==> config.mk <==
export PLATFORM = sky130hd
export DESIGN_NAME = json_string_unescaper_core
export DESIGN_NICKNAME = d
export VERILOG_FILES = /design/src/rtl/core/jsu_pkg.sv /design/src/rtl/core/jsu_front.sv /design/src/rtl/core/jsu_queue.sv /design/src/rtl/core/jsu_back.sv /design/src/rtl/core/json_string_unescaper_core.sv
export SDC_FILE = /design/constraint.sdc
export NUM_CORES = 1
export LEC_CHECK = 0
export BUFFER_PORTS_ARGS = -buffer_cell sky130_fd_sc_hd__buf_2
export CAP_MARGIN = 20
export CORE_ASPECT_RATIO = 1.4
export CORE_MARGIN = 2
export CORE_UTILIZATION = 45
export CTS_CLUSTER_DIAMETER = 60
export DETAILED_ROUTE_END_ITERATION = 10
export GPL_ROUTABILITY_DRIVEN = 1
export PLACE_DENSITY = 0.71
export SYNTH_ARGS = -nofsm -noshare
export SYNTH_HDL_FRONTEND = slang
export SYNTH_SLANG_ARGS = --single-unit
==> constraint.sdc <==
create_clock -name clk -period 3.35 [get_ports clk]
set_input_delay 0 -clock clk [delete_from_list [all_inputs] [get_ports clk]]
set_output_delay 0 -clock clk [all_outputs]
set_load 0.005 [all_outputs]
==> src/rtl/core/jsu_pkg.sv <==
// Shared types and constants for the JSON string unescaper.
// No dependencies.

package jsu_pkg;

    localparam logic [7:0] CH_NUL    = 8'h00;
    localparam logic [7:0] CH_QUOTE  = 8'h22;
    localparam logic [7:0] CH_BSLASH = 8'h5C;
    localparam logic [7:0] CH_QMARK  = 8'h3F;
    localparam logic [7:0] CH_LC_B   = 8'h62;
    localparam logic [7:0] CH_LC_F   = 8'h66;
    localparam logic [7:0] CH_LC_N   = 8'h6E;
    localparam logic [7:0] CH_LC_R   = 8'h72;
    localparam logic [7:0] CH_LC_T   = 8'h74;
    localparam logic [7:0] CH_LC_U   = 8'h75;
    localparam logic [7:0] CH_BS     = 8'h08;
    localparam logic [7:0] CH_FF     = 8'h0C;
    localparam logic [7:0] CH_LF     = 8'h0A;
    localparam logic [7:0] CH_CR     = 8'h0D;
    localparam logic [7:0] CH_TAB    = 8'h09;

    localparam logic [15:0] POS_MAX = 16'hFFFF;

    typedef enum logic [1:0] {
        ST_CHAR  = 2'd0,
        ST_DONE  = 2'd1,
        ST_ERROR = 2'd2
    } status_t;

    // One classified input byte.
    typedef struct packed {
        logic [7:0] data;
        logic [7:0] esc_char;
        logic [3:0] hex_val;
        logic       is_zero;
        logic       is_quote;
        logic       is_bslash;
        logic       is_u;
        logic       is_hex;
    } class_t;

endpackage

==> src/rtl/core/jsu_front.sv <==
// Front stage: registers each input byte with its classification.
// Depends on jsu_pkg.

module jsu_front
(
    input  logic           clk,
    input  logic           rst_n,
    input  logic           in_valid,
    output logic           in_ready,
    input  logic [7:0]     in_byte,
    output logic           cls_valid,
    input  logic           cls_ready,
    output jsu_pkg::class_t cls
);

    logic            valid_reg;
    logic            valid_next;
    jsu_pkg::class_t cls_reg;
    jsu_pkg::class_t cls_next;

    always_comb
    begin
        cls_next           = '0;
        cls_next.data      = in_byte;
        cls_next.is_zero   = (in_byte == jsu_pkg::CH_NUL);
        cls_next.is_quote  = (in_byte == jsu_pkg::CH_QUOTE);
        cls_next.is_bslash = (in_byte == jsu_pkg::CH_BSLASH);
        cls_next.is_u      = (in_byte == jsu_pkg::CH_LC_U);

        unique case (in_byte)
            jsu_pkg::CH_LC_B: cls_next.esc_char = jsu_pkg::CH_BS;
            jsu_pkg::CH_LC_F: cls_next.esc_char = jsu_pkg::CH_FF;
            jsu_pkg::CH_LC_N: cls_next.esc_char = jsu_pkg::CH_LF;
            jsu_pkg::CH_LC_R: cls_next.esc_char = jsu_pkg::CH_CR;
            jsu_pkg::CH_LC_T: cls_next.esc_char = jsu_pkg::CH_TAB;
            default:          cls_next.esc_char = in_byte;
        endcase

        priority if (in_byte >= 8'h30 && in_byte <= 8'h39)
        begin
            cls_next.is_hex  = 1'b1;
            cls_next.hex_val = 4'(in_byte - 8'h30);
        end
        else if (in_byte >= 8'h61 && in_byte <= 8'h66)
        begin
            cls_next.is_hex  = 1'b1;
            cls_next.hex_val = 4'(in_byte - 8'h57);
        end
        else if (in_byte >= 8'h41 && in_byte <= 8'h46)
        begin
            cls_next.is_hex  = 1'b1;
            cls_next.hex_val = 4'(in_byte - 8'h37);
        end
        else
        begin
            cls_next.is_hex  = 1'b0;
            cls_next.hex_val = 4'd0;
        end
    end

    assign in_ready   = !valid_reg || cls_ready;
    assign valid_next = in_ready ? in_valid : valid_reg;

    always_ff @(posedge clk or negedge rst_n)
    begin
        if (!rst_n)
        begin
            valid_reg <= 1'b0;
        end
        else
        begin
            valid_reg <= valid_next;
        end
    end

    always_ff @(posedge clk)
    begin
        if (in_ready && in_valid)
        begin
            cls_reg <= cls_next;
        end
    end

    assign cls_valid = valid_reg;
    assign cls       = cls_reg;

endmodule

==> src/rtl/core/jsu_queue.sv <==
// Small FIFO of classified beats between front and back stages.
// Depends on jsu_pkg.

module jsu_queue
#(
    parameter int DEPTH = 2
)
(
    input  logic            clk,
    input  logic            rst_n,
    input  logic            wr_valid,
    output logic            wr_ready,
    input  jsu_pkg::class_t wr_data,
    output logic            rd_valid,
    input  logic            rd_ready,
    output jsu_pkg::class_t rd_data
);

    localparam int PTR_W = $clog2(DEPTH);
    localparam int CNT_W = $clog2(DEPTH + 1);

    jsu_pkg::class_t mem [DEPTH];

    logic [PTR_W-1:0] wr_ptr_reg;
    logic [PTR_W-1:0] wr_ptr_next;
    logic [PTR_W-1:0] rd_ptr_reg;
    logic [PTR_W-1:0] rd_ptr_next;
    logic [CNT_W-1:0] count_reg;
    logic [CNT_W-1:0] count_next;
    logic             push;
    logic             pop;

    assign wr_ready = (count_reg != CNT_W'(DEPTH));
    assign rd_valid = (count_reg != '0);
    assign push     = wr_valid && wr_ready;
    assign pop      = rd_valid && rd_ready;
    assign rd_data  = mem[rd_ptr_reg];

    always_comb
    begin
        wr_ptr_next = wr_ptr_reg;
        rd_ptr_next = rd_ptr_reg;
        count_next  = count_reg;
        if (push)
        begin
            wr_ptr_next = (wr_ptr_reg == PTR_W'(DEPTH - 1)) ? '0 : wr_ptr_reg + 1'b1;
        end
        if (pop)
        begin
            rd_ptr_next = (rd_ptr_reg == PTR_W'(DEPTH - 1)) ? '0 : rd_ptr_reg + 1'b1;
        end
        unique case ({push, pop})
            2'b10:   count_next = count_reg + 1'b1;
            2'b01:   count_next = count_reg - 1'b1;
            default: count_next = count_reg;
        endcase
    end

    always_ff @(posedge clk or negedge rst_n)
    begin
        if (!rst_n)
        begin
            wr_ptr_reg <= '0;
            rd_ptr_reg <= '0;
            count_reg  <= '0;
        end
        else
        begin
            wr_ptr_reg <= wr_ptr_next;
            rd_ptr_reg <= rd_ptr_next;
            count_reg  <= count_next;
        end
    end

    always_ff @(posedge clk)
    begin
        if (push)
        begin
            mem[wr_ptr_reg] <= wr_data;
        end
    end

endmodule

==> src/rtl/core/jsu_back.sv <==
// Back stage: string/escape/hex state machine and output register.
// Depends on jsu_pkg.

module jsu_back
(
    input  logic            clk,
    input  logic            rst_n,
    input  logic            cls_valid,
    output logic            cls_ready,
    input  jsu_pkg::class_t cls,
    output logic            out_valid,
    input  logic            out_ready,
    output logic [1:0]      status,
    output logic [7:0]      char_out,
    output logic [15:0]     position
);

    typedef enum logic [3:0] {
        M_IDLE   = 4'b0001,
        M_STRING = 4'b0010,
        M_ESCAPE = 4'b0100,
        M_HEX    = 4'b1000
    } mode_t;

    mode_t       mode_reg;
    mode_t       mode_next;
    logic [1:0]  hex_cnt_reg;
    logic [1:0]  hex_cnt_next;
    logic [15:0] hex_acc_reg;
    logic [15:0] hex_acc_next;
    logic [15:0] offset_reg;
    logic [15:0] offset_next;
    logic [15:0] offset_inc;

    logic        out_valid_reg;
    logic        out_valid_next;
    logic [1:0]  status_reg;
    logic [1:0]  status_next;
    logic [7:0]  char_reg;
    logic [7:0]  char_next;
    logic [15:0] pos_reg;
    logic [15:0] pos_next;

    logic        take;
    logic        emit;
    logic [15:0] acc_shift;

    assign cls_ready  = !out_valid_reg || out_ready;
    assign take       = cls_valid && cls_ready;
    assign offset_inc = (offset_reg == jsu_pkg::POS_MAX) ? offset_reg : offset_reg + 16'd1;
    assign acc_shift  = {hex_acc_reg[11:0], cls.hex_val};

    always_comb
    begin
        mode_next    = mode_reg;
        hex_cnt_next = hex_cnt_reg;
        hex_acc_next = hex_acc_reg;
        offset_next  = offset_reg;
        emit         = 1'b0;
        status_next  = jsu_pkg::ST_CHAR;
        char_next    = 8'd0;

        if (mode_reg == M_IDLE)
        begin
            offset_next = 16'd0;
            if (cls.is_quote)
            begin
                mode_next = M_STRING;
            end
            else
            begin
                emit        = 1'b1;
                status_next = jsu_pkg::ST_ERROR;
            end
        end
        else
        begin
            offset_next = offset_inc;
            if (cls.is_zero)
            begin
                emit        = 1'b1;
                status_next = jsu_pkg::ST_ERROR;
                mode_next   = M_IDLE;
            end
            else
            begin
                unique case (mode_reg)
                    M_STRING:
                    begin
                        priority if (cls.is_quote)
                        begin
                            emit        = 1'b1;
                            status_next = jsu_pkg::ST_DONE;
                            mode_next   = M_IDLE;
                        end
                        else if (cls.is_bslash)
                        begin
                            mode_next = M_ESCAPE;
                        end
                        else
                        begin
                            emit      = 1'b1;
                            char_next = cls.data;
                        end
                    end
                    M_ESCAPE:
                    begin
                        if (cls.is_u)
                        begin
                            mode_next    = M_HEX;
                            hex_cnt_next = 2'd0;
                            hex_acc_next = 16'd0;
                        end
                        else
                        begin
                            emit      = 1'b1;
                            char_next = cls.esc_char;
                            mode_next = M_STRING;
                        end
                    end
                    M_HEX:
                    begin
                        if (!cls.is_hex)
                        begin
                            emit        = 1'b1;
                            status_next = jsu_pkg::ST_ERROR;
                            mode_next   = M_IDLE;
                        end
                        else
                        begin
                            hex_acc_next = acc_shift;
                            hex_cnt_next = hex_cnt_reg + 2'd1;
                            if (hex_cnt_reg == 2'd3)
                            begin
                                emit      = 1'b1;
                                mode_next = M_STRING;
                                char_next = (acc_shift[15:7] == '0) ? acc_shift[7:0]
                                                                    : jsu_pkg::CH_QMARK;
                            end
                        end
                    end
                    default:
                    begin
                        mode_next = M_IDLE;
                    end
                endcase
            end
        end
        pos_next = offset_next;
    end

    always_comb
    begin
        if (take)
        begin
            out_valid_next = emit;
        end
        else
        begin
            out_valid_next = out_valid_reg && !out_ready;
        end
    end

    always_ff @(posedge clk or negedge rst_n)
    begin
        if (!rst_n)
        begin
            mode_reg      <= M_IDLE;
            hex_cnt_reg   <= 2'd0;
            hex_acc_reg   <= 16'd0;
            offset_reg    <= 16'd0;
            out_valid_reg <= 1'b0;
        end
        else
        begin
            out_valid_reg <= out_valid_next;
            if (take)
            begin
                mode_reg    <= mode_next;
                hex_cnt_reg <= hex_cnt_next;
                hex_acc_reg <= hex_acc_next;
                offset_reg  <= offset_next;
            end
        end
    end

    always_ff @(posedge clk)
    begin
        if (take && emit)
        begin
            status_reg <= status_next;
            char_reg   <= char_next;
            pos_reg    <= pos_next;
        end
    end

    assign out_valid = out_valid_reg;
    assign status    = status_reg;
    assign char_out  = char_reg;
    assign position  = pos_reg;

endmodule

==> src/rtl/core/json_string_unescaper_core.sv <==
// Top level of the JSON string unescaper: front classifier, beat queue, back decoder.
// Depends on jsu_pkg, jsu_front, jsu_queue, jsu_back.
//
//  channel | signals                                   | dir
//  --------+-------------------------------------------+-----
//  in      | in_valid, in_ready, in_byte[7:0]           | in
//  out     | out_valid, out_ready, status[1:0],         | out
//          | char_out[7:0], position[15:0]              |
//
// One byte per cycle sustained while out_ready stays high; a byte that yields a result shows it
// after passing the classifier register, the queue and the output register.
// The back decoder takes one queued beat per cycle whenever its output register is
// empty or being drained; the queue absorbs front/back stalls independently.
// Reset clears all control state; the decoder starts idle awaiting an opening quote.

module json_string_unescaper_core
#(
    parameter int QUEUE_DEPTH = 2
)
(
    input  logic        clk,
    input  logic        rst_n,
    input  logic        in_valid,
    output logic        in_ready,
    input  logic [7:0]  in_byte,
    output logic        out_valid,
    input  logic        out_ready,
    output logic [1:0]  status,
    output logic [7:0]  char_out,
    output logic [15:0] position
);

    logic            f_valid;
    logic            f_ready;
    jsu_pkg::class_t f_cls;
    logic            q_valid;
    logic            q_ready;
    jsu_pkg::class_t q_cls;

    jsu_front u_front
    (
        .clk       (clk),
        .rst_n     (rst_n),
        .in_valid  (in_valid),
        .in_ready  (in_ready),
        .in_byte   (in_byte),
        .cls_valid (f_valid),
        .cls_ready (f_ready),
        .cls       (f_cls)
    );

    jsu_queue #(
        .DEPTH (QUEUE_DEPTH)
    ) u_queue
    (
        .clk      (clk),
        .rst_n    (rst_n),
        .wr_valid (f_valid),
        .wr_ready (f_ready),
        .wr_data  (f_cls),
        .rd_valid (q_valid),
        .rd_ready (q_ready),
        .rd_data  (q_cls)
    );

    jsu_back u_back
    (
        .clk       (clk),
        .rst_n     (rst_n),
        .cls_valid (q_valid),
        .cls_ready (q_ready),
        .cls       (q_cls),
        .out_valid (out_valid),
        .out_ready (out_ready),
        .status    (status),
        .char_out  (char_out),
        .position  (position)
    );

endmodule
==> impl_results.md, run 1 <==
- Critical R2R Launch: u_back.offset_reg[0]$_DFFE_PN0P_
- DRT antenna net count: 0
- Leak pwr: ~2.8 nW
- Largest net degree at the start of global routing: 41
- Worst setup path class: flop to flop
- Post-layout min period: around 2.5 ns
- CP Data Required Time: 3.52 ns
- Final Slew Violations: 0
- RSZ-0062 raised after global routing: no
- TritonCTS Sinks: 141
- Syn_nets: 489
- Setup-failing EPs final: 0
- Met1 WL: approximately 4700 um
- Yosys reg bits: 141
- Sequential area share after synthesis: 64.9%
- Number of port buffers: 39
- Htree depth: 4
- Vias in the first global route: 3922
- Post-route cell area: 7330 sq um
- Top cells by count, synth: edfxtp_1 (101), dfrtp_1 (39), nor2_1 (35)
- DR WL met3: roughly 380 um
- DR iter-0 viols: 158
- Critical Path Fanout Max: 16
- Slew HR: 39.7%
- Die height: 143 um
- Most common cell in the netlist: edfxtp_1
- Layout area overhead: 17.8%
- Power Total: 6.24 mW
- Postcts setup bufs: 0
- Deepest clock path buffer count: 2
- Die width: 103 um
- Final wirelength: 11500 um
- Crit path arrival time: around 2.7 ns
- Starting density of the core: 46.3%
- Share of Yosys cell area claimed by the top area cell type: 48.8%
- Sum of negative setup slack: 0 ns
- Post-DP HPWL: 7880 um
- Area of the mapped netlist: around 6200 sq um
- Cell Area, Placed: 6640 sq um
- Initial antenna violation count: 0
- Count of different cell masters after synthesis: 69
- Largest register FFs: 50
- Status: complete, no violations
- CORE AREA: 13500 sq um
- Synth Area per Inst: 13.3 sq um
- Power Dens Cells: 852 nW/um^2
- Die ar.: 14800 sq um
- Skew final: 0.0117 ns
- Fin crit share: between 70% and 80%
- Worst Reg-to-Reg Cells: 6
- Share of layout cells above drive strength 1: 19.0%
- EDFF count, synth: around 100
- Root Buffer: clkbuf_16
- Prevailing post-synth register cell: edfxtp_1
- Startpoint Class: flop
- Worst-Skew Late Latency: 0.42 ns
- YS warnings: 0
- Final Hold Viols: 0
- Ranking of synthesized cells by area: edfxtp_1 (49%), dfrtp_1 (16%), mux2i_1 (4.0%)
- Crit end category: flop
- Filler Cells Inserted: 1097
- Clk slew on worst S/H paths: 0.06 ns
- Antenna cells: 0
- Nets: 548
- Drt wl/cell: ~16 um
- Tot GR Track Use: 16.6%
- Flop-to-flop setup slack: 0.85 ns
- Met2 WL: 6070 um
- Via density: 5.41
- Fraction of registers with async set/reset: 28.4%
- CTS Buf Count: 17
- Mapped Cells: 469
- First-pass GRT wire length: roughly 19000 um
- Total number of vias: roughly 3900
- Post-CTS Resized: 0
- RR Endpoint: u_back.position[3]$_DFFE_PP_
- Peak Freq: ~400 MHz
- Remaining Overflow, GRT: 0
- Slew @ Worst Pin: 0.905 ns
- Worst vdd ir: 0.431 mV
- Top sig layer: met4
- Gp weighted congestion: 0.890
- Area leader, netlist: edfxtp_1
- Detailed Routing Iterations Pass 1: 4
- Hold crit path type: input pin to asynchronous set/reset pin
- Max_cap viols: 0
- Core Rows: 50
- # DRC: 0
- IO Pins: 40
- TritonCTS clock tree: built
cells in the final DEF, fill, tap and decap left out, types with 4 or more instances in the layout:
| master | n |
|---|---|
| inv_1 | 11 |
| a21oi_1 | 21 |
| mux2_2 | 7 |
| nor2_1 | 34 |
| xor2_1 | 5 |
| buf_4 | 10 |
| nand4_1 | 7 |
| nand2_1 | 24 |
| nand2b_1 | 6 |
| o22ai_1 | 5 |
| o21ai_0 | 18 |
| nor4_1 | 4 |
| o22a_1 | 8 |
| nand3_1 | 14 |
| xnor2_1 | 12 |
| clkbuf_16 | 17 |
| ha_1 | 8 |
| edfxtp_1 | 101 |
| nor3_1 | 8 |
| dlygate4sd3_1 | 11 |
| mux2i_1 | 25 |
| buf_2 | 39 |
| and2_1 | 5 |
| or3_1 | 4 |
| a31oi_1 | 6 |
| dfrtp_1 | 39 |
| nor2b_1 | 5 |
| a22o_1 | 15 |
| inv_6 | 6 |
stage by stage:
step | hold slack (ns) | instances | utilization (%) | setup slack [ns]
2_1_floorplan | -0.296 | 469 | - | 0.339
3_3_place_gp | 0.169 | 680 | 49.3 | 0.954
3_5_place_dp | 0.183 | 680 | 49.3 | 0.881
4_1_cts | 0.278 | 723 | 54.5 | 0.864
5_1_grt | 0.339 | 723 | 54.5 | 0.707
6_report | 0.239 | 723 | 54.5 | 0.850
routing by layer:
metal,vias up,track usage (%)
li1,1907,-
met1,1894,18.4
met2,86,28.8
met3,25,4.01
met4,0,8.93
met5,-,0
power breakdown:
part           switching [mW]  internal, mW  leakage [nW]  total [mW]
Sequential              0.253          2.51          1.51        2.76
Combinational            1.00         0.660          1.01        1.66
Clock                   0.766          1.05         0.279        1.81
cell families after synthesis:
logic type | after synthesis | synth area share, %
buffers and inverters | 32 | 2.35
XOR/XNOR | 17 | 2.39
flip-flops | 141 | 64.9
AO/OA/AOI/OAI | 102 | 11.7
adder cells (fa/ha/maj) | 8 | 1.61
AND/OR/NAND/NOR | 137 | 11.8
multiplexers | 32 | 5.29
worst max-delay path, stage by stage, from the launching register on:
cell	delay (ns)
dfrtp_1	0.44
ha_1	0.26
nand4_1	0.24
or4_1	0.82
nand4_1	0.28
xor2_1	0.16
nor2_1	0.05
final cells by class:
| cell class | instances | area [sq um] | area share [%] |
|---|---|---|---|
| inverter | 12 | 45.0 | 0.615 |
| timing repair buffer | 60 | 380 | 5.19 |
| sequential | 141 | 4040 | 55.1 |
| multi-input combinational | 296 | 2060 | 28.1 |
| tap | 182 | 228 | 3.11 |
| clock buffer | 17 | 425 | 5.81 |
| clock inverter | 15 | 153 | 2.08 |
worst max-delay path by stage:
stage / startpoint / to / slack, ns / depth (start not counted)
floorplan: u_back.mode_reg[0]$_DFFE_PN1P_ / u_back.char_out[0]$_SDFFCE_PN0P_ / 0.34 / 5
global placement: u_back.offset_reg[0]$_DFFE_PN0P_ / u_back.position[3]$_DFFE_PP_ / 0.95 / 6
detailed placement: u_queue.rd_ptr_reg$_DFFE_PN0P_ / u_back.position[15]$_DFFE_PP_ / 0.88 / 5
CTS: u_queue.rd_ptr_reg$_DFFE_PN0P_ / u_back.position[13]$_DFFE_PP_ / 0.86 / 5
global route: u_queue.rd_ptr_reg$_DFFE_PN0P_ / u_back.position[13]$_DFFE_PP_ / 0.71 / 5
finish: u_back.offset_reg[0]$_DFFE_PN0P_ / u_back.position[3]$_DFFE_PP_ / 0.85 / 6
timing repair:
item,CTS,global route
hold endpoints to repair,55,0
setup endpoints to repair,0,0
hold buffers,11,0
No activity file was read; power rests on OpenSTA's default activity.
==> run 2, diff against run 1 <==
ABC_AREA = 1   (was default)
PLACE_DENSITY = 0.73   (was 0.71)
clock period = 2.2 ns   (was 3.35 ns; I/O delays follow)
==> run 2 against run 1 <==
Net effect:
- global-route usage rose by 1.1 points
- combinational power up 69%
- register-to-register slack got worse by 0.60 ns
- clock skew about the same
- non-clock buffer count grew 4
- cell area grew 4.7%
- first-iteration DRC count increased by 95%
- critical endpoint is now u_back.hex_acc_reg[10]$_DFFE_PN0P_
- largest power group unchanged
==> impl_results.md, run 2 <==
- Buf/Inv on CP: 2 (was 0)
- Die height: 146 um (was 143 um)
- Drt wl/cell: 13.6 um (was 15.8 um)
- Synth Area per Inst: 9.84 sq um (was 13.3 sq um)
- Final Slew Violations: 0 (unchanged)
- Power Total: 9.93 mW (was 6.24 mW)
- TritonCTS clock tree: built (unchanged)
- Nets: 747 (was 548)
- EDFF count, synth: 101 (unchanged)
- Sum of negative setup slack: 0 ns (unchanged)
- Ranking of synthesized cells by area: edfxtp_1 (47%), dfrtp_1 (15%), nand2_1 (12%) (was edfxtp_1 (49%), dfrtp_1 (16%), mux2i_1 (4.0%))
- Post-route cell area: 7670 sq um (was 7330 sq um)
- Count of different cell masters after synthesis: 40 (was 69)
- Worst vdd ir: 0.748 mV (was 0.431 mV)
- DRT antenna net count: 0 (unchanged)
- TritonCTS Sinks: 141 (unchanged)
- Detailed Routing Iterations Pass 1: 5 (was 4)
- Leak pwr: 3.34 nW (was 2.79 nW)
- Post-CTS Resized: 0 (unchanged)
- Postcts setup bufs: 0 (unchanged)
- Setup ws final: 0.254 ns (was 0.850 ns)
- Util after Layout: 53.6% (was 54.5%)
- Slew @ Worst Pin: 0.932 ns (was 0.905 ns)
- Worst slack, placed: 0.245 ns (was 0.881 ns)
- Worst setup path class: flop to flop (unchanged)
- Post-layout min period: 1.95 ns (was 2.50 ns)
- Status: complete, no violations (unchanged)
- Post-CTS Hold Fix Bufs: 11 (unchanged)
- Yosys reg bits: 141 (unchanged)
- Via density: 4.99 (was 5.41)
- Area leader, netlist: edfxtp_1 (unchanged)
- Hold Worst Slack: 0.252 ns (was 0.239 ns)
- First-pass GRT wire length: 21500 um (was 18700 um)
- Area of the mapped netlist: 6500 sq um (was 6220 sq um)
- Crit end category: flop (unchanged)
- Remaining Overflow, GRT: 0 (unchanged)
- CORE AREA: 14300 sq um (was 13500 sq um)
- Slowest stage delay, CP: 0.55 ns (was 0.82 ns)
- Sequential area share after synthesis: 62.1% (was 64.9%)
- Slowest stage cell, crit path: dfrtp_1 (was or4_1)
- Largest register FFs: 50 (unchanged)
- Vias in the first global route: 4611 (was 3922)
- Delay-heaviest family, CP: simple AND/OR/NAND/NOR gates (unchanged)
- Power Dens Cells: 1290 nW/um^2 (was 852 nW/um^2)
- Top sig layer: met4 (unchanged)
- RSZ-0062 raised after global routing: no (unchanged)
- Top cells by count, synth: nand2_1 (202), edfxtp_1 (101), nor2_1 (61) (was edfxtp_1 (101), dfrtp_1 (39), nor2_1 (35))
- # DRC: 0 (unchanged)
- Met1 WL: 4920 um (was 4700 um)
- Sequential Area: 4040 sq um (unchanged)
- Clk slew on worst S/H paths: 0.07 ns (was 0.06 ns)
- Critical Path Fanout Max: 20 (was 16)
- Total number of vias: 4639 (was 3912)
- Mapped Cells: 661 (was 469)
- Skew final: 0.0121 ns (was 0.0117 ns)
- Final Hold Viols: 0 (unchanged)
- Non-filler instance count after layout: 929 (was 723)
- Worst path cell trace: inv_4, nand2_2, nand2_2, inv_2, nand2_2, nor2_2, nand3_2, nand2_1, o21ai_2 (was ha_1, nand4_1, or4_1, nand4_1, xor2_1, nor2_1)
- Deepest clock path buffer count: 2 (unchanged)
- Worst Reg-to-Reg Cells: 9 (was 6)
- Startpoint Class: flop (unchanged)
- YS warnings: 0 (unchanged)
- Starting density of the core: 45.4% (was 46.3%)
- Slew HR: 37.9% (was 39.7%)
- Crit path arrival time: 2.25 ns (was 2.67 ns)
- DR iter-0 viols: 308 (was 158)
- Critical Path Most Common Cell: nand2_2 (was nand4_1)
- Largest net degree at the start of global routing: 41 (unchanged)
- Worst-Skew Late Latency: 0.43 ns (was 0.42 ns)
- Initial antenna violation count: 0 (unchanged)
- Syn_nets: 681 (was 489)
- Met2 WL: 6810 um (was 6070 um)
- Max_cap viols: 0 (unchanged)
- Fin crit share: 88.4% (was 74.6%)
- Most common cell in the netlist: nand2_1 (was edfxtp_1)
- Number of port buffers: 39 (unchanged)
- Share of Yosys cell area claimed by the top area cell type: 46.6% (was 48.8%)
- Post-DP HPWL: 8770 um (was 7880 um)
- Prevailing post-synth register cell: edfxtp_1 (unchanged)
- Antenna cells: 0 (unchanged)
- Root Buffer: clkbuf_16 (unchanged)
- Hold crit path type: input pin to asynchronous set/reset pin (unchanged)
- Gp weighted congestion: 0.927 (was 0.890)
- CP Data Required Time: 2.50 ns (was 3.52 ns)
- Fraction of registers with async set/reset: 28.4% (unchanged)
- Peak Freq: 514 MHz (was 400 MHz)
- Final wirelength: 12600 um (was 11500 um)
- Filler Cells Inserted: 1237 (was 1097)
- Layout area overhead: 18.0% (was 17.8%)
- Cell Area, Placed: 6940 sq um (was 6640 sq um)
- Die width: 106 um (was 103 um)
- Footprint of the multi-input gates: 2110 sq um (was 2060 sq um)
- Die ar.: 15400 sq um (was 14800 sq um)
- Tot GR Track Use: 17.7% (was 16.6%)
- Core Rows: 52 (was 50)
- Inst Count DP: 886 (was 680)
- Share of layout cells above drive strength 1: 17.0% (was 19.0%)
- Most frequent cells in the layout: nand2_1 (202), edfxtp_1 (101), nor2_1 (59) (was edfxtp_1 (101), buf_2 (39), dfrtp_1 (39))
- IO Pins: 40 (unchanged)
- Setup-failing EPs final: 0 (unchanged)
- Commonest non-fill, non-tap cell in the layout: nand2_1 (was edfxtp_1)
- DR WL met3: 499 um (was 381 um)
- Logic depth of the worst path, buffers included: 9 (was 6)
- CTS Buf Count: 17 (unchanged)
- Htree depth: 4 (unchanged)
-- run 2: cell type report --
class | instances | share of cell area (%)
Clock buffer | 17 | 5.55
Clock inverter | 15 | 2.54
Inverter | 64 | 3.16
Multi-Input combinational cell | 439 | 27.5
Sequential cell | 141 | 52.6
Tap cell | 189 | 3.08
Timing Repair Buffer | 64 | 5.51
-- run 2: cells by family after synthesis --
kind of cell	after synthesis	synth area share [%]
muxes	4	0.616
DFF	141	62.1
and+or+nand+nor	358	24.1
buffers and inverters	81	5.54
xor gates and xnor gates	7	0.943
AOI/OAI and AO/OA	62	5.18
adders and majority gates	8	1.54
-- run 2: final timing paths --
path | from | endpoint | slack [ns]
worst max register to register | u_queue.rd_ptr_reg$_DFFE_PN0P_ | u_back.hex_acc_reg[10]$_DFFE_PN0P_ | 0.25
worst min-delay path | rst_n | u_back.offset_reg[2]$_DFFE_PN0P_ | 0.25
max in group asynchronous | rst_n | u_queue.wr_ptr_reg$_DFFE_PN0P_ | 1.36
worst max-delay path | u_queue.rd_ptr_reg$_DFFE_PN0P_ | u_back.hex_acc_reg[10]$_DFFE_PN0P_ | 0.25
min in group clk | in_byte[6] | u_front.cls[23]$_DFFE_PP_ | 0.32
worst min register to register | u_front.cls[24]$_DFFE_PP_ | u_queue.mem[0][24]$_DFFE_PP_ | 0.45
-- run 2: report_power, final --
part           switching (mW)  total, mW  internal (mW)  leakage [nW]
registers               0.342       4.22           3.88          1.51
logic                    1.87       2.80          0.927          1.54
clock network            1.27       2.91           1.64         0.297
total                    3.48       9.93           6.45          3.34
-- run 2: worst register-to-register path: cells and delay by family (launching register included) --
| kind | cells | cell delay, ns |
|---|---|---|
| AO/OA/AOI/OAI | 1 | 0.07 |
| buffers and inverters | 2 | 0.17 |
| flip-flops | 1 | 0.55 |
| AND/OR/NAND/NOR | 6 | 1.07 |
-- run 2: metal layers --
layer	vias to the layer above	track usage, %
li1	2324	-
met1	2164	19.7
met2	122	31.8
met3	29	4.15
met4	0	8.09
met5	-	0
